`src/rtl/core/stli_interp.sv`:
```
// Interpolation unit: y1 + sign(dy) * (|dy| * (x - x1)) / (x2 - x1).
// Shift-add multiply, then restoring divide, one bit per cycle. Uses stli_pkg.
`default_nettype none
module stli_interp (
  input  wire logic               clk,
  input  wire logic               rst,
  input  wire logic               start,
  input  wire logic signed [31:0] x,
  input  wire logic signed [31:0] x1,
  input  wire logic signed [31:0] x2,
  input  wire logic signed [31:0] y1,
  input  wire logic signed [31:0] y2,
  output logic                    done,
  output logic signed [31:0]      result
);

  typedef enum logic [1:0] {I_IDLE, I_MUL, I_DIV} istate_t;

  istate_t            state;
  logic [6:0]         cnt;
  logic [63:0]        p;
  logic [31:0]        mag;
  logic [31:0]        span;
  logic [31:0]        rem;
  logic signed [31:0] base;
  logic               neg;
  logic signed [32:0] dy;
  logic [32:0]        msum;
  logic [32:0]        trial;
  logic               qbit;
  logic signed [32:0] fin;

  assign dy    = 33'(y2) - 33'(y1);
  assign msum  = {1'b0, p[63:32]} + (p[0] ? {1'b0, mag} : 33'd0);
  assign trial = {rem, p[63]};
  assign qbit  = trial >= {1'b0, span};
  assign fin   = neg ? (33'(base) - {1'b0, p[31:0]}) : (33'(base) + {1'b0, p[31:0]});

  // Multiply then divide sequencer
  always_ff @(posedge clk) begin
    done <= 1'b0;
    if (rst) begin
      state <= I_IDLE;
      done  <= 1'b0;
    end else begin
      case (state)
        I_IDLE: begin
          if (start) begin
            neg   <= dy[32];
            mag   <= dy[32] ? 32'(-dy) : dy[31:0];
            span  <= 32'(x2 - x1);
            base  <= y1;
            p     <= {32'd0, 32'(x - x1)};
            cnt   <= 7'd0;
            state <= I_MUL;
          end
        end
        I_MUL: begin
          p   <= {msum, p[31:1]};
          cnt <= cnt + 7'd1;
          if (cnt == 7'd31) begin
            cnt   <= 7'd0;
            rem   <= 32'd0;
            state <= I_DIV;
          end
        end
        I_DIV: begin
          rem <= qbit ? 32'(trial - {1'b0, span}) : trial[31:0];
          p   <= {p[62:0], qbit};
          cnt <= cnt + 7'd1;
          if (cnt == 7'd63) begin
            state <= I_IDLE;
            done  <= 1'b1;
          end
        end
        default: state <= I_IDLE;
      endcase
    end
  end

  assign result = fin[31:0];

endmodule
`default_nettype wire

```
`config.mk`:
```
export PLATFORM = sky130hd
export DESIGN_NAME = stli_interp
export DESIGN_NICKNAME = d
export VERILOG_FILES = /design/src/rtl/core/stli_interp.sv
export SDC_FILE = /design/constraint.sdc
export NUM_CORES = 1
export LEC_CHECK = 0
export BUFFER_PORTS_ARGS = -buffer_cell sky130_fd_sc_hd__buf_2
export CAP_MARGIN = 20
export CELL_PAD_IN_SITES_DETAIL_PLACEMENT = 1
export CELL_PAD_IN_SITES_GLOBAL_PLACEMENT = 1
export CORE_MARGIN = 4
export CORE_UTILIZATION = 45
export CTS_CLUSTER_SIZE = 10
export DETAILED_ROUTE_END_ITERATION = 10
export PLACE_DENSITY_LB_ADDON = 0.1
export SYNTH_ARGS = -nofsm -noshare
export SYNTH_HDL_FRONTEND = slang
export SYNTH_SLANG_ARGS = --single-unit
```
`constraint.sdc`:
```
create_clock -name clk -period 9.9 [get_ports clk]
set_input_delay 1.98 -clock clk [delete_from_list [all_inputs] [get_ports clk]]
set_output_delay 1.98 -clock clk [all_outputs]
set_load 0.05 [all_outputs]
```
==> Flow_metrics.wiki <==
{| class="wikitable"
! Metric !! Value
|-
| Number of buffers created by CTS || 27
|-
| Total clock sinks || 203
|-
| Routability congestion estimate || 0.934
|-
| Count of non-filler cells in the finished layout || 2929
|-
| Maximum number of pins on one net before global-route repair || 74
|-
| Resized cells post-CTS || 0
|-
| H-tree levels || 1
|-
| Die width || 215 um
|-
| Final hold vios || 0
|-
| Synth Instances || 2206
|-
| RSZ-0062 raised after global routing || false
|-
| Post-route cell area || 0.0216 mm2
|-
| Residual overflow from global routing || 0
|-
| Number of warnings printed during yosys synthesis || 0
|-
| Classification of the worst setup path || reg2out
|-
| R2R Setup Slk || 5.67 ns
|-
| Count of hold-fix buffers inserted at cts || 0
|-
| Setup violations, final || 0
|-
| Family with the most delay on the worst path || compound AO/OA/AOI/OAI gates
|-
| Root buffer selected by CTS || sky130_fd_sc_hd__clkbuf_16
|-
| Required @ worst endpoint || 7.92 ns
|-
| Die footprint || 0.0463 mm2
|-
| Remaining antenna violation count after routing || 0
|-
| Number of distinct standard cells referenced by the synthesized netlist || 91
|-
| Number of DRC markers in iteration 0 || 924
|-
| Sequential cell area fraction in the yosys report || 31.4%
|-
| Post-CTS Setup Repair Bufs || 0
|-
| Worst-case clock skew || 0.0200 ns
|-
| Vias per cell || 5.94
|-
| Crit end category || output pin
|-
| CP Max Fanout || 5
|-
| Most common flop cell mapped by yosys || sky130_fd_sc_hd__edfxtp_1
|-
| Global-route wire length before repair || 95.8 mm
|-
| Vias in the first global route || 17.9k
|-
| Synthesized netlist net count || 2571
|-
| Die extent in y || 215 um
|-
| Max rail drop VDD || 0.270 mV
|-
| Critical-path cell list || inv_1 > ha_1 > nand2b_1 > or4_1 > nor2_1 > nand2_1 > nor4_1 > a21oi_1 > xnor2_1 > ha_1 > and3_1 > nand3_1 > nor3_1 > o311ai_0 > nand2_1 > o41ai_1 > o211a_1 > a21oi_1 > a41o_1 > o41ai_1 > xnor2_1 > buf_2
|-
| Antenna violations before repair || 2
|-
| Worst flop-to-flop path endpoint || p[59]$_DFFE_PP_
|-
| Number of placed instances with taps included || 2884
|-
| Library cell occupying the most area in the post-synthesis netlist || sky130_fd_sc_hd__edfxtp_1
|-
| Syn avg cell area || 8.75 um2
|-
| Final net count || 2741
|-
| Number of cell instances on the worst register-to-register path || 16
|-
| Count of buffering cells on the critical path with inverters included || 2
|-
| Reg-to-reg startpoint || p[0]$_DFFE_PP_
|-
| Final-layout setup total negative slack || 0 ns
|-
| Share of the clock period used by the worst path after layout || 83.5%
|-
| Share of post-route cells with drive strength above 1 || 11.5%
|-
| Cell types occupying the most area after synthesis || sky130_fd_sc_hd__edfxtp_1, sky130_fd_sc_hd__ha_1, sky130_fd_sc_hd__xnor2_1, sky130_fd_sc_hd__a21oi_1, sky130_fd_sc_hd__nor2_1
|-
| GRT Total Usage || 25.0%
|-
| Launch point of the worst path || p[1]$_DFFE_PP_
|-
| Peak-usage layer in the global routing report || met2
|-
| Num rows || 75
|-
| HPWL after detailed placement || 47.7 mm
|-
| Status || finished, final reports clean
|-
| Hold Path Class || reg2reg
|-
| Met2 global-route usage || 41.0%
|-
| Critical-path cell with the highest stage delay || sky130_fd_sc_hd__o41ai_1
|-
| Met1 global-route usage || 34.9%
|-
| Dominant cell by count in the synthesized netlist || sky130_fd_sc_hd__edfxtp_1
|-
| Routed wire length || 60.2 mm
|-
| Crit path to || result[31]
|-
| Power per unit of standard cell area || 200 mW/mm2
|-
| Avg WL per Cell || 20.6 um
|-
| Worst-case clock buffer depth || 3
|-
| Critical path arrival || 6.29 ns
|-
| Number of enable flip-flop cells after synthesis || 200
|-
| Port Buffers || 195
|-
| Insertion delay to the later sink of the worst-skew pair || 0.55 ns
|-
| Area added between synthesis and finish || 11.7%
|-
| Vias after detailed routing || 17.4k
|-
| Maxcap violations || 0
|-
| Power consumption || 4.31 mW
|-
| Number of storage elements in the synthesis netlist || 203
|-
| Achievable Freq || 121 MHz
|-
| Proportion of netlist area held by the largest area contributor || 31.1%
|-
| Clock-pin transition on the worst setup and hold timing paths || 0.06 ns
|-
| Max incr delay on CP || 0.77 ns
|-
| Number of cells on the critical path || 22
|-
| Worst rel slew slack || 32.5%
|-
| TritonCTS clock tree || built
|-
| Total standard cell area after synthesis || 0.0193 mm2
|-
| Final-report max-slew violation count || 0
|-
| Core Region || 0.0422 mm2
|-
| Post-detailed-placement cell area || 0.0208 mm2
|-
| Post-synthesis async set-or-reset flop share || 0%
|-
| Pin slew with the least headroom to its limit || 1.01 ns
|-
| Final worst path period need || 8.27 ns
|-
| Lkg Pwr || 9.19 nW
|-
| DRC violations left || 0
|-
| Grt met3 use || 2.85%
|-
| 1st-pass router iterations || 5
|-
| Io pins || 196
|-
| Number of fill cells || 5027
|-
| Initial core utilization || 45.7%
|-
| List of most frequent post-synthesis cells || sky130_fd_sc_hd__edfxtp_1, sky130_fd_sc_hd__ha_1, sky130_fd_sc_hd__a21oi_1, sky130_fd_sc_hd__nor2_1, sky130_fd_sc_hd__nand2_1
|-
| Kind of launch point of the worst setup path || flip-flop
|}
## worst register-to-register path, stage by stage (launching register included)
cell	delay, ns
sky130_fd_sc_hd__edfxtp_1	0.40
sky130_fd_sc_hd__buf_4	0.24
sky130_fd_sc_hd__and2_1	0.20
sky130_fd_sc_hd__ha_1	0.20
sky130_fd_sc_hd__inv_1	0.07
sky130_fd_sc_hd__fa_1	0.20
sky130_fd_sc_hd__nor2b_1	0.06
sky130_fd_sc_hd__o21a_1	0.19
sky130_fd_sc_hd__o21a_1	0.22
sky130_fd_sc_hd__o311ai_1	0.38
sky130_fd_sc_hd__a21oi_1	0.14
sky130_fd_sc_hd__o21ai_1	0.24
sky130_fd_sc_hd__nand3_1	0.15
sky130_fd_sc_hd__a31oi_1	0.49
sky130_fd_sc_hd__o31ai_1	0.21
sky130_fd_sc_hd__nor4bb_1	0.18
sky130_fd_sc_hd__or3_1	0.39
## registers in the layout, summed over array words and instances, names as in the netlist, 2 cells and up
| signal | count |
|---|---|
| p | 64 |
| rem | 32 |
| state | 2 |
| mag | 32 |
| span | 32 |
| base | 32 |
| cnt | 7 |
## where the power goes
| part | leakage, nW | switching [mW] | internal, mW |
|---|---|---|---|
| logic | 6.90 | 1.46 | 0.754 |
| clock network | 0.376 | 0.373 | 0.516 |
| registers | 1.91 | 0.0906 | 1.12 |
| total | 9.19 | 1.92 | 2.39 |
## final cells by class
type,count,area [um2],share of cell area [%]
Antenna cell,2,5.00,0.0232
Clock buffer,31,691,3.20
Clock inverter,10,77.6,0.360
Inverter,159,597,2.77
Multi-Input combinational cell,1778,12400,57.5
Sequential cell,203,6070,28.1
Tap cell,539,674,3.13
Timing Repair Buffer,207,1070,4.96
## metal layers
layer	vias up	routed length [um]	part of all wire, %
li1	8485	-	-
met1	8472	28000	47
met2	357	27800	46
met3	82	2540	4.2
met4	0	1840	3.1
met5	-	0	0
## kinds of logic (layout without fill, tap and decap cells)
logic type / after synthesis / count (layout) / synth area share, %
xor gates and xnor gates: 202 / 202 / 9.16
muxes: 8 / 8 / 0.434
and+or+nand+nor: 686 / 686 / 17.6
DFF: 203 / 203 / 31.4
adders and majority gates: 202 / 202 / 13.3
AOI/OAI and AO/OA: 680 / 680 / 23.6
other: 0 / 2 / 0
buffers and inverters: 225 / 407 / 4.51
## per-stage QoR
stage	hold slack (ns)	worst slack, ns	util [%]
6_report	0.533	1.63	51.1
5_1_grt	0.559	1.15	51.1
4_1_cts	0.535	1.61	51.0
3_5_place_dp	0.527	2.22	49.2
3_3_place_gp	0.507	2.54	49.2
2_1_floorplan	0.481	2.47	-
## worst min path at each step
stage,depth (start not counted),startpoint,end,slack [ns]
floorplan,2,state[1]$_SDFFE_PP0P_,state[1]$_SDFFE_PP0P_,0.48
global placement,2,state[1]$_SDFFE_PP0P_,state[1]$_SDFFE_PP0P_,0.51
detailed placement,2,state[1]$_SDFFE_PP0P_,state[1]$_SDFFE_PP0P_,0.53
CTS,2,state[1]$_SDFFE_PP0P_,state[1]$_SDFFE_PP0P_,0.53
global route,2,state[1]$_SDFFE_PP0P_,state[1]$_SDFFE_PP0P_,0.56
finish,2,state[1]$_SDFFE_PP0P_,state[1]$_SDFFE_PP0P_,0.53
## cell usage in the layout (no fill, tap or decap), drive strengths merged, types with 7 or more instances in the layout
cell type  count
a211o         10
o31a           9
xor2          58
xnor2        144
or3           18
mux2i          8
o21bai        17
o41ai          7
a2111oi        9
and2          49
nor2b         34
inv          158
a211oi        18
o21a          39
buf          207
nand2b        25
a31oi         15
nor4          16
nor3b          7
a21o          77
o21ai        117
nand3         50
clkbuf        31
o31ai         17
nor4b          7
a221oi        29
a22oi         19
o311ai         8
o211ai        18
nand4         14
nand2        169
ha           196
nor2         192
nor3          49
a21boi        17
and3          23
clkinv         9
a31o           9
edfxtp       200
a21oi        194
(Power assumes the default switching activity.)
