--- src/rtl/core/stli_pkg.sv ---
// Package for the sorted table linear interpolator.
// Holds table sizing, status and kind codes, the command and result words,
// and the structs that pass between the cells and the control logic.
`default_nettype none
package stli_pkg;

  localparam int TABLE_DEPTH = 64;
  localparam int IDX_W       = (TABLE_DEPTH > 1) ? $clog2(TABLE_DEPTH) : 1;
  localparam int CNT_W       = $clog2(TABLE_DEPTH + 1);

  // Divide steps per value: |value| << 16 is a 48-bit dividend
  localparam int DIV_STEPS   = 48;
  localparam int DSTEP_W     = $clog2(DIV_STEPS);

  localparam logic [1:0] KIND_INSERT = 2'd0;
  localparam logic [1:0] KIND_EVAL   = 2'd1;
  localparam logic [1:0] KIND_DIVIDE = 2'd2;

  localparam logic [2:0] ST_OK    = 3'd0;
  localparam logic [2:0] ST_EMPTY = 3'd1;
  localparam logic [2:0] ST_FULL  = 3'd2;
  localparam logic [2:0] ST_DUP   = 3'd3;
  localparam logic [2:0] ST_DIV0  = 3'd4;

  typedef struct packed {
    logic [1:0]         kind;
    logic signed [31:0] key;
    logic signed [31:0] sample_value;
    logic signed [31:0] divisor;
  } cmd_word_t;

  typedef struct packed {
    logic signed [31:0] result_value;
    logic [31:0]        max_magnitude;
    logic [2:0]         status;
  } result_word_t;

  // Operation wave that walks the cell chain, one cell per cycle
  typedef struct packed {
    logic               active;
    logic               ins;       // insert in progress
    logic               ev;        // evaluate in progress
    logic               probe;     // table full: look for duplicate only
    logic               carry;     // insert word still to be placed
    logic               disp;      // insert has displaced an entry
    logic               dup;
    logic               found;
    logic               exact;
    logic               have_prev;
    logic signed [31:0] x;
    logic signed [31:0] ck;
    logic signed [31:0] cv;
    logic signed [31:0] pk;
    logic signed [31:0] pv;
    logic signed [31:0] fk;
    logic signed [31:0] fv;
    logic [31:0]        maxm;
  } wave_t;

  // Broadcast control of the per-cell divide
  typedef struct packed {
    logic        load;
    logic        step;
    logic        finish;
    logic        dneg;
    logic [31:0] dm;
  } div_ctl_t;

endpackage
`default_nettype wire

--- src/rtl/core/stli_cell.sv ---
// One table cell: holds one key/value pair and passes the operation wave on.
// Also runs its own bit-serial divide under broadcast control. Uses stli_pkg.
`default_nettype none
module stli_cell (
  input  wire logic                     clk,
  input  wire logic                     rst,
  input  wire logic [stli_pkg::IDX_W-1:0] idx,
  input  wire logic [stli_pkg::CNT_W-1:0] count,
  input  wire stli_pkg::div_ctl_t       dctl,
  input  wire stli_pkg::wave_t          w_in,
  output stli_pkg::wave_t               w_out
);

  logic signed [31:0] key;
  logic signed [31:0] value;
  logic signed [31:0] key_next;
  logic signed [31:0] value_next;
  logic [31:0]        rem;
  logic [47:0]        num;
  logic               neg;
  stli_pkg::wave_t    w_next;
  logic               valid;
  logic               incl;
  logic [31:0]        abs_v;
  logic [31:0]        abs_in;
  logic [32:0]        trial;
  logic               qbit;
  logic [31:0]        sat_q;

  assign valid = count > (stli_pkg::CNT_W)'(idx);

  // Wave step through this cell
  always_comb begin
    w_next     = w_in;
    key_next   = key;
    value_next = value;
    incl       = valid;
    if (w_in.active) begin
      if (w_in.ins && w_in.carry) begin
        if (valid) begin
          if (w_in.disp) begin
            key_next   = w_in.ck;
            value_next = w_in.cv;
            w_next.ck  = key;
            w_next.cv  = value;
          end else if (key == w_in.ck) begin
            w_next.dup   = 1'b1;
            w_next.carry = 1'b0;
          end else if (key > w_in.ck) begin
            if (w_in.probe) begin
              w_next.carry = 1'b0;
            end else begin
              key_next    = w_in.ck;
              value_next  = w_in.cv;
              w_next.ck   = key;
              w_next.cv   = value;
              w_next.disp = 1'b1;
            end
          end
        end else if (!w_in.probe) begin
          key_next     = w_in.ck;
          value_next   = w_in.cv;
          incl         = 1'b1;
          w_next.carry = 1'b0;
        end
      end
      if (w_in.ev && !w_in.found && valid) begin
        if (key >= w_in.x) begin
          w_next.found = 1'b1;
          w_next.fk    = key;
          w_next.fv    = value;
          w_next.exact = (key == w_in.x);
        end else begin
          w_next.pk        = key;
          w_next.pv        = value;
          w_next.have_prev = 1'b1;
        end
      end
      abs_v = value_next[31] ? (~value_next + 32'd1) : value_next;
      if (incl && (abs_v > w_in.maxm)) begin
        w_next.maxm = abs_v;
      end
    end else begin
      abs_v = 32'd0;
    end
  end

  // Divide datapath
  assign abs_in = value[31] ? (~value + 32'd1) : value;
  assign trial  = {rem, num[47]};
  assign qbit   = trial >= {1'b0, dctl.dm};
  always_comb begin
    if (neg) begin
      sat_q = (num > 48'h0000_8000_0000) ? 32'h8000_0000 : (~num[31:0] + 32'd1);
    end else begin
      sat_q = (num > 48'h0000_7FFF_FFFF) ? 32'h7FFF_FFFF : num[31:0];
    end
  end

  // Entry and divide registers
  always_ff @(posedge clk) begin
    if (dctl.load) begin
      rem <= 32'd0;
      num <= {abs_in, 16'd0};
      neg <= value[31] ^ dctl.dneg;
    end else if (dctl.step) begin
      rem <= qbit ? 32'(trial - {1'b0, dctl.dm}) : trial[31:0];
      num <= {num[46:0], qbit};
    end
    if (dctl.finish) begin
      value <= sat_q;
    end else if (w_in.active) begin
      key   <= key_next;
      value <= value_next;
    end
  end

  // Wave register to the next cell
  always_ff @(posedge clk) begin
    w_out <= w_next;
    if (rst) begin
      w_out.active <= 1'b0;
    end
  end

endmodule
`default_nettype wire

--- config.mk ---
export PLATFORM = sky130hd
export DESIGN_NAME = stli_cell
export DESIGN_NICKNAME = d
export VERILOG_FILES = /design/src/rtl/core/stli_pkg.sv /design/src/rtl/core/stli_cell.sv
export SDC_FILE = /design/constraint.sdc
export NUM_CORES = 1
export LEC_CHECK = 0
export BUFFER_PORTS_ARGS = -buffer_cell sky130_fd_sc_hd__buf_2
export CAP_MARGIN = 20
export CORE_AREA = 4 4 237 239
export CTS_CLUSTER_DIAMETER = 80
export DETAILED_ROUTE_END_ITERATION = 7
export DIE_AREA = 0 0 241 243
export GPL_TIMING_DRIVEN = 1
export PLACE_DENSITY_LB_ADDON = 0.05
export SLEW_MARGIN = 20
export SYNTH_ARGS = -nofsm -noshare
export SYNTH_HDL_FRONTEND = slang
export SYNTH_SLANG_ARGS = --single-unit
--- constraint.sdc ---
create_clock -name clk -period 9.05 [get_ports clk]
set_input_delay 0 -clock clk [delete_from_list [all_inputs] [get_ports clk]]
set_output_delay 0 -clock clk [all_outputs]
set_load 0.02 [all_outputs]
==> results of run 1 <==
## per-layer routing
layer  GRT usage [%]  up-vias  part of all wire (%)
met1            33.8     9177                    44
met2            42.0      635                    47
met5               0        -                     0
met3            3.63      125                   5.4
li1                -     9246                     -
met4            8.19        0                   3.4
## worst paths after layout
path | slack (ns) | end | from
hold reg to reg | 0.49 | rem[21]$_SDFFE_PP0P_ | rem[21]$_SDFFE_PP0P_
hold / removal | 0.04 | value[9]$_DFFE_PP_ | dctl[33]
setup / recovery | 1.73 | w_out[0]$_DFF_P_ | key[25]$_DFFE_PP_
setup reg to reg | 1.73 | w_out[0]$_DFF_P_ | key[25]$_DFFE_PP_
## synth_stat cells, drive strengths merged (5+ instances only)
| master | n |
|---|---|
| mux2 | 256 |
| nand2b | 20 |
| edfxtp | 97 |
| buf | 18 |
| a31oi | 19 |
| nand4 | 27 |
| o21a | 12 |
| and2 | 8 |
| nor2b | 13 |
| nor4 | 18 |
| a22o | 30 |
| nand3 | 29 |
| a221oi | 8 |
| a311oi | 23 |
| a21boi | 5 |
| nor2 | 117 |
| o31ai | 26 |
| nor3 | 37 |
| xnor2 | 69 |
| ha | 137 |
| o21bai | 6 |
| a21oi | 110 |
| clkbuf | 83 |
| or3 | 18 |
| or2 | 12 |
| nand2 | 139 |
| a21o | 50 |
| a211oi | 12 |
| dfxtp | 314 |
| inv | 160 |
| and3 | 6 |
| nand3b | 11 |
| o211ai | 10 |
| mux2i | 57 |
| o21ai | 74 |
| xor2 | 11 |
## registers in the layout, indices dropped and copies added (netlist names)
name,count
rem,32
w_out,266
num,48
neg,1
value,32
key,32
## layout make-up
class                           count  share of cell area, %
Antenna cell                        3                 0.0255
Clock buffer                       67                   4.75
Clock inverter                     23                  0.719
Inverter                          160                   2.04
Multi-Input combinational cell   1430                   38.3
Sequential cell                   411                   31.3
Tap cell                          696                   2.96
Timing Repair Buffer              877                   19.9
## cell families (layout without fill, tap and decap cells)
kind of cell | after synthesis | in the layout | synth area share [%]
AND/OR/NAND/NOR | 474 | 474 | 11.2
AO/OA/AOI/OAI | 425 | 425 | 13.5
flip-flops | 411 | 411 | 43.0
multiplexers | 313 | 313 | 16.2
buffers and inverters | 261 | 1127 | 4.64
adder cells (fa/ha/maj) | 138 | 138 | 8.12
XOR/XNOR | 80 | 80 | 3.28
other | 0 | 3 | 0
## critical path, stage by stage (launching register included)
cell	delay [ns]
edfxtp_1	0.48
ha_1	0.34
nand4_1	0.19
nor4_1	0.79
o41a_1	0.32
o31ai_4	0.15
o31ai_4	0.32
buf_4	0.66
mux2i_2	0.84
buf_4	0.35
a31oi_1	0.08
xnor2_1	0.24
ha_1	0.28
a21o_1	0.18
a21o_1	0.17
a211oi_1	0.23
o21ai_0	0.11
a21oi_1	0.18
o21ai_0	0.12
a21o_1	0.20
o2111ai_4	0.23
o21ai_0	0.14
dlygate4sd3_1	0.57
## power breakdown
part	internal (mW)	switching, mW	leakage, nW	total (mW)
combinational	0.585	0.728	8.84	1.31
sequential	2.06	0.157	3.60	2.21
clock	1.14	0.822	0.800	1.96
## cells in the final DEF (no fill, tap or decap), drive strengths merged, types with 18 or more instances in the layout
cell,synthesis,layout
clkinv,0,19
inv,160,161
edfxtp,97,97
a21o,50,50
mux2i,57,57
nand4,27,27
clkbuf,83,67
a31oi,19,19
nand2,139,139
nor4,18,18
a311oi,23,23
xnor2,69,69
nand3,29,29
nor3,37,37
or3,18,18
a21oi,110,110
mux2,256,256
a22o,30,30
nor2,117,117
ha,137,137
dfxtp,314,314
nand2b,20,20
buf,18,599
o31ai,26,26
o21ai,74,74
dlygate4sd3,0,278
## what timing repair did
| item | 4_1_cts | 5_1_grt |
|---|---|---|
| hold buffers | 278 | 0 |
| resized for setup | 0 | 0 |
| hold endpoints to repair | 345 | 0 |
| buffers inserted | 0 | 0 |
==> impl_metrics.ini, run 1 <==
[run_status]
status = completed

[grt]
overflow = 0
grt_usage_pct = 25.3
grt_pass1_vias = 19300
grt_max_degree = 71
antenna_found_initial = 3
grt_pass1_wl_um = 116000

[yosys]
synthDistinctLibCells = 78
ys_ff_latch = 411
syn_nets = 2557
ys.flop_type = dfxtp_1
yosys.area.top_type = dfxtp_1
yosys-top-cells-area = dfxtp_1, edfxtp_1, mux2_2
ys_seq_area_share_pct = 43.0
syn_area_mm2 = 0.0214
syn_avg_cell_area_um2 = 10.2
ys_async_sr_fraction_pct = 0
synth_edf_count = 97
syn_inst = 2102
yosys_warnings = 0
synth.top_cell.area_share_pct = 29.4

[timing]
finalHoldViolations = 0
tns_ns = 0
rsz0062_at_grt = no
fmax_mhz = 137
final.setup_skew_ns = 0.0266
tightestPinTransition_ns = 1.00
maxSlewViolCount = 0
finalSetupViolations = 0
relSlewSlack_pct = 33.2
holdWs_ns = 0.0372
worst_slack_ns = 1.73
fin_crit_ns = 7.32
period_share_pct = 80.9

[clock_network]
cts_buffers = 48
clkLatencyLatePin_ns = 0.60
path_clk_slew_ns = 0.07
tritoncts = built
htreeDepth = 2
cts_sinks = 411
cts-root-buf = clkbuf_16
clock_path_buffers = 3

[floorplan]
io_pins = 583
core_mm2 = 0.0538
die-area_mm2 = 0.0586
die_x_um = 241
initial_core_util_pct = 39.7
row_count = 85
die_h_um = 243

[placement]
gp_congestion = 0.880
post-dp-hpwl_um = 57800
dp.cells = 3295
io_buffers = 582
placed_cell_area_mm2 = 0.0250
post-place-ws_ns = 1.80

[power]
p_per_area_mw_per_mm2 = 187
total_power_mw = 5.49
p_leak_nw = 13.2
peakVddDrop_mv = 0.145

[detailed_routing]
vias = 19200
first_pass_iters = 5
initialDrtViolationCount = 1093
drc = 0
totalWireLength_um = 78000
vias_per_cell = 5.23
ant_nets = 0
routedWlPerCell_um = 21.3

[cells_and_area]
seqCellArea_mm2 = 0.00920
multiInputGateArea_mm2 = 0.0113
finalNonFillerCells = 3667
design_area_mm2 = 0.0294
final_layout_size_suffix_gt1_share_pct = 32.8
final_core_util_pct = 54.6
fillerInstances = 4851
area_growth_pct = 37.5
fin_nets = 3383

[min_path]
holdCritPathClass = primary input to register
hold_depth = 3

[flow_run]
cap_violations = 0

[critical_path]
criticalPathCategory = register to register
required_ns = 9.54
cp_max_fo = 58
critical_path.startpoint_type = register
cp_data_arrival_time_ns = 7.81
worstRegToRegCells = 22
endpoint_kind = register
Power figures use the tool's default switching activity.
==> run 2: changes to the inputs <==
- clock period: 9.05 -> 6.5 ns (I/O delays scaled with it)
==> run 2 against run 1 <==
Net effect: final cell count is 0.95% higher; via count rose by 0.72%; core utilization increased by 0.78 points; sequential share of layout area fell by 0.44 points; maximum frequency grew 19%; clock skew is 0.017 ns lower; largest power group unchanged.
==> impl_metrics.ini, run 2 (same netlist as run 1, synthesis figures left out) <==
[placement]
post-place-ws_ns = 0.139
gp_congestion = 0.885
placed_cell_area_mm2 = 0.0252
io_buffers = 582
post-dp-hpwl_um = 59200

[timing]
holdWs_ns = 0.0232
final.setup_skew_ns = 0.0101
period_share_pct = 95.0
maxSlewViolCount = 0
finalSetupViolations = 0
worst_slack_ns = 0.322
relSlewSlack_pct = 26.8
tightestPinTransition_ns = 1.10
fmax_mhz = 162
finalHoldViolations = 0
fin_crit_ns = 6.18

[cells_and_area]
largest_reg_flops = 266
reg_top3 = w_out: 266 flops, num: 48 flops
layout_commonest_cell = buf_2
final_cell_mix = buf_2, dfxtp_1, dlygate4sd3_1
area_growth_pct = 39.5
top_register = w_out
fin_nets = 3413
design_area_mm2 = 0.0298
final_core_util_pct = 55.4
final_layout_size_suffix_gt1_share_pct = 33.7

[clock_network]
clkLatencyLatePin_ns = 0.59
cts_buffers = 50
cts-root-buf = clkbuf_16
clock_path_buffers = 3
htreeDepth = 2
path_clk_slew_ns = 0.06
cts_sinks = 411
tritoncts = built

[grt]
antenna_found_initial = 7
overflow = 0
grt_pass1_wl_um = 118000
grt_max_degree = 69
grt_pass1_vias = 19800
grt_usage_pct = 25.7

[floorplan]
io_pins = 583
initial_core_util_pct = 39.7
die_x_um = 241
row_count = 85
die_h_um = 243
die-area_mm2 = 0.0586
core_mm2 = 0.0538

[detailed_routing]
first_pass_iters = 5
drc = 0
ant_nets = 0
vias = 19300
initialDrtViolationCount = 1122
routedWlPerCell_um = 21.3
totalWireLength_um = 79000
vias_per_cell = 5.22

[critical_path]
criticalPathCategory = register to register
endpoint_kind = register
critical_path.startpoint_type = register
cp_num_buf_inv = 2
cp_max_fo = 10
cp_data_arrival_time_ns = 6.65
worst_path_max_delay_cell = edfxtp_1
slowest_delay_ns = 0.47
cp_top_family = compound AO/OA/AOI/OAI gates
required_ns = 6.98

[power]
total_power_mw = 7.89
p_leak_nw = 13.5
peakVddDrop_mv = 0.185
p_per_area_mw_per_mm2 = 265

[flow_run]
cap_violations = 0

[min_path]
holdCritPathClass = primary input to register

[run_status]
status = completed
-- run 2: cell count changes in the layout (fill, tap and decap cells not counted), moves of 3 or more --
| cell | delta |
|---|---|
| buf_4 | +26 |
| diode_2 | +4 |
| clkbuf_8 | +5 |
| clkinv_2 | -10 |
| clkbuf_16 | +6 |
| inv_6 | +5 |
| clkbuf_1 | -3 |
-- run 2: worst register-to-register path: cells and delay by family (launching register included) --
kind / cells / cell delay [ns]
AOI/OAI and AO/OA: 12 / 2.64
adders and majority gates: 3 / 0.91
muxes: 3 / 0.69
and+or+nand+nor: 5 / 0.60
buffers and inverters: 2 / 0.48
DFF: 1 / 0.47
xor gates and xnor gates: 1 / 0.28
-- run 2: per-layer routing --
metal | up-vias | part of all wire, % | track usage [%]
li1 | 9327 | - | -
met1 | 9227 | 44 | 34.0
met2 | 638 | 47 | 42.6
met3 | 129 | 6.0 | 4.84
met4 | 0 | 2.9 | 8.22
met5 | - | 0 | 0
-- run 2: final timing paths --
kind                          endpoint  cells after the start  slack (ns)            startpoint
hold reg to reg   rem[21]$_SDFFE_PP0P_                      2        0.49  rem[21]$_SDFFE_PP0P_
hold / removal    rem[19]$_SDFFE_PP0P_                      3        0.02              dctl[34]
setup / recovery     w_out[11]$_DFF_P_                     26        0.32     key[14]$_DFFE_PP_
setup reg to reg     w_out[11]$_DFF_P_                     26        0.32     key[14]$_DFFE_PP_
-- run 2: power by group --
part | total [mW] | switching [mW] | internal, mW
Clock | 2.94 | 1.18 | 1.76
Combinational | 1.87 | 1.03 | 0.839
Sequential | 3.08 | 0.217 | 2.86
Total | 7.89 | 2.43 | 5.46
-- run 2: layout make-up --
cell class                      instances  area (um2)
Tap cell                              696         871
Inverter                              160         601
Antenna cell                            7        17.5
Fill cell                            4870       24000
Sequential cell                       411        9200
Timing Repair Buffer                  905        6070
Clock buffer                           75        1600
Multi-Input combinational cell       1430       11300
Clock inverter                         18         166
-- run 2: repair_timing --
action	in CTS	in global routing
endpoints found under the setup margin	0	32
setup buffers	0	2
resized for setup	0	6
endpoints found under the hold margin	344	0
hold buffers	278	0
-- run 2: through the flow --
step / instances / setup TNS (ns)
finish: 3702 / 0
global route: 3700 / -0.0843
CTS: 3693 / 0
detailed placement: 3322 / 0
global placement: 3321 / 0
floorplan: 2102 / 0
==> run 3: changes to the inputs <==
- PLACE_DENSITY: unset -> 0.65
- PLACE_DENSITY_LB_ADDON: 0.05 -> unset
==> run 3 against run 2 <==
Net effect: hold slack gained 0.019 ns; final cell count about the same; sequential power hardly changed; combinational power about the same; via count rose by 4.2%; sequential cell count unchanged; non-clock buffer count shrank 2; total power is 1.5% lower; global-route usage is 0.65 points higher; design area is 0.38% lower; largest cell class unchanged.
==> impl_metrics.ini, run 3 (same netlist as run 1, synthesis figures left out) <==
[placement]
io_buffers = 582
dp.cells = 3311
gp_congestion = 0.942
post-place-ws_ns = 0.170
post-dp-hpwl_um = 59800

[cells_and_area]
fillerInstances = 4584
seqCellArea_mm2 = 0.00920
top_register = w_out
final_layout_size_suffix_gt1_share_pct = 33.4
layout_commonest_cell = buf_2
fin_nets = 3410
final_cell_mix = buf_2, dfxtp_1, dlygate4sd3_1
largest_reg_flops = 266
area_growth_pct = 39.0
finalNonFillerCells = 3700
multiInputGateArea_mm2 = 0.0113
reg_top3 = w_out: 266 flops, num: 48 flops

[timing]
finalHoldViolations = 0
worst_slack_ns = 0.320
fin_crit_ns = 6.18
relSlewSlack_pct = 33.3
fmax_mhz = 162
finalSetupViolations = 0
maxSlewViolCount = 0
tns_ns = 0
period_share_pct = 95.1
tightestPinTransition_ns = 1.00
final.setup_skew_ns = 0.0288

[detailed_routing]
vias_per_cell = 5.44
drc = 0
routedWlPerCell_um = 22.2
totalWireLength_um = 82000
vias = 20100
first_pass_iters = 6
initialDrtViolationCount = 1558
ant_nets = 0

[floorplan]
row_count = 85
die_h_um = 243
initial_core_util_pct = 39.7
core_mm2 = 0.0538
io_pins = 583
die_x_um = 241
die-area_mm2 = 0.0586

[clock_network]
tritoncts = built
htreeDepth = 2
path_clk_slew_ns = 0.06
cts-root-buf = clkbuf_16
cts_sinks = 411
cts_buffers = 49
clkLatencyLatePin_ns = 0.60
clock_path_buffers = 3

[critical_path]
endpoint_kind = register
cp_data_arrival_time_ns = 6.67
cp_max_fo = 33
required_ns = 6.99
critical_path.startpoint_type = register
criticalPathCategory = register to register

[power]
p_leak_nw = 13.4
p_clk_share_pct = 36.0
switching_share_pct = 31.1
p_per_area_mw_per_mm2 = 262
total_power_mw = 7.77
peakVddDrop_mv = 0.194
seqPwrFrac_pct = 39.7
pwr-share-comb_pct = 24.3
p_sw_mw = 2.42
intPower_mw = 5.35

[grt]
overflow = 0
grt_usage_pct = 26.4
grt_max_degree = 91
antenna_found_initial = 16
grt_pass1_wl_um = 121000
grt_pass1_vias = 20100

[min_path]
holdCritPathClass = primary input to register

[run_status]
status = completed

[flow_run]
cap_violations = 0
## run 3: stage by stage
step	utilization, %	hold slack (ns)	cell area, um2
after floorplan	-	0.0277	21400
after global placement	46.7	0.121	25100
after detailed placement	46.7	0.120	25100
after CTS	54.9	0.00867	29500
after global routing	55.2	0.0543	29700
final	55.2	0.0420	29700
## run 3: what timing repair did
| item | in CTS | in global routing |
|---|---|---|
| setup buffers | 0 | 8 |
| endpoints found under the hold margin | 332 | 0 |
| setup endpoints to repair | 0 | 32 |
| hold buffers | 279 | 0 |
| gates resized for setup | 0 | 9 |
## run 3: metal layers
layer	wire length, um	track usage (%)	vias up
li1	-	-	9314
met1	34100	34.2	9674
met2	37700	41.8	921
met3	6470	5.70	221
met4	3790	12.5	6
met5	39	0	-
## run 3: cell type report
| type | count | area share, % |
|---|---|---|
| Clock inverter | 15 | 0.527 |
| Clock buffer | 73 | 4.95 |
| Timing Repair Buffer | 903 | 20.4 |
| Sequential cell | 411 | 31.0 |
| Inverter | 160 | 2.02 |
| Tap cell | 696 | 2.93 |
| Multi-Input combinational cell | 1430 | 38.1 |
| Antenna cell | 12 | 0.101 |
## run 3: final timing paths
| check | slack, ns | depth (start not counted) | start | end |
|---|---|---|---|---|
| worst min-delay path | 0.04 | 5 | dctl[30] | rem[30]$_SDFFE_PP0P_ |
| worst max register to register | 0.32 | 27 | key[19]$_DFFE_PP_ | w_out[23]$_DFF_P_ |
| worst min register to register | 0.49 | 2 | rem[14]$_SDFFE_PP0P_ | rem[14]$_SDFFE_PP0P_ |
| worst max-delay path | 0.32 | 27 | key[19]$_DFFE_PP_ | w_out[23]$_DFF_P_ |
## run 3: power groups by stage
stage / clock network (mW) / registers, mW / logic (mW)
final: 2.79 / 3.09 / 1.89
after global routing: 2.94 / 3.10 / 2.04
after CTS: 2.84 / 3.08 / 1.85
after detailed placement: 0 / 3.13 / 1.69
after global placement: 0 / 3.12 / 1.67
after floorplan: 0 / 3.17 / 0.993
## run 3: worst max-delay path, stage by stage (launching register included)
cell and delay (ns):
edfxtp_1 0.49, ha_1 0.36, a21oi_1 0.17, o21ai_0 0.14
a211oi_2 0.28, and3_1 0.29, o31ai_4 0.14, o31ai_4 0.38
mux2i_1 0.30, ha_2 0.27, nand3_1 0.10, nor2_1 0.10
mux2i_1 0.13, nor4_4 0.25, buf_4 0.23, a31oi_1 0.10
xnor2_1 0.28, ha_1 0.30, nand4_1 0.14, nor2_1 0.06
a211oi_1 0.24, o21ai_0 0.11, a21oi_1 0.18, o21ai_0 0.10
a21o_1 0.19, o2111ai_4 0.10, buf_12 0.25, mux2_2 0.37
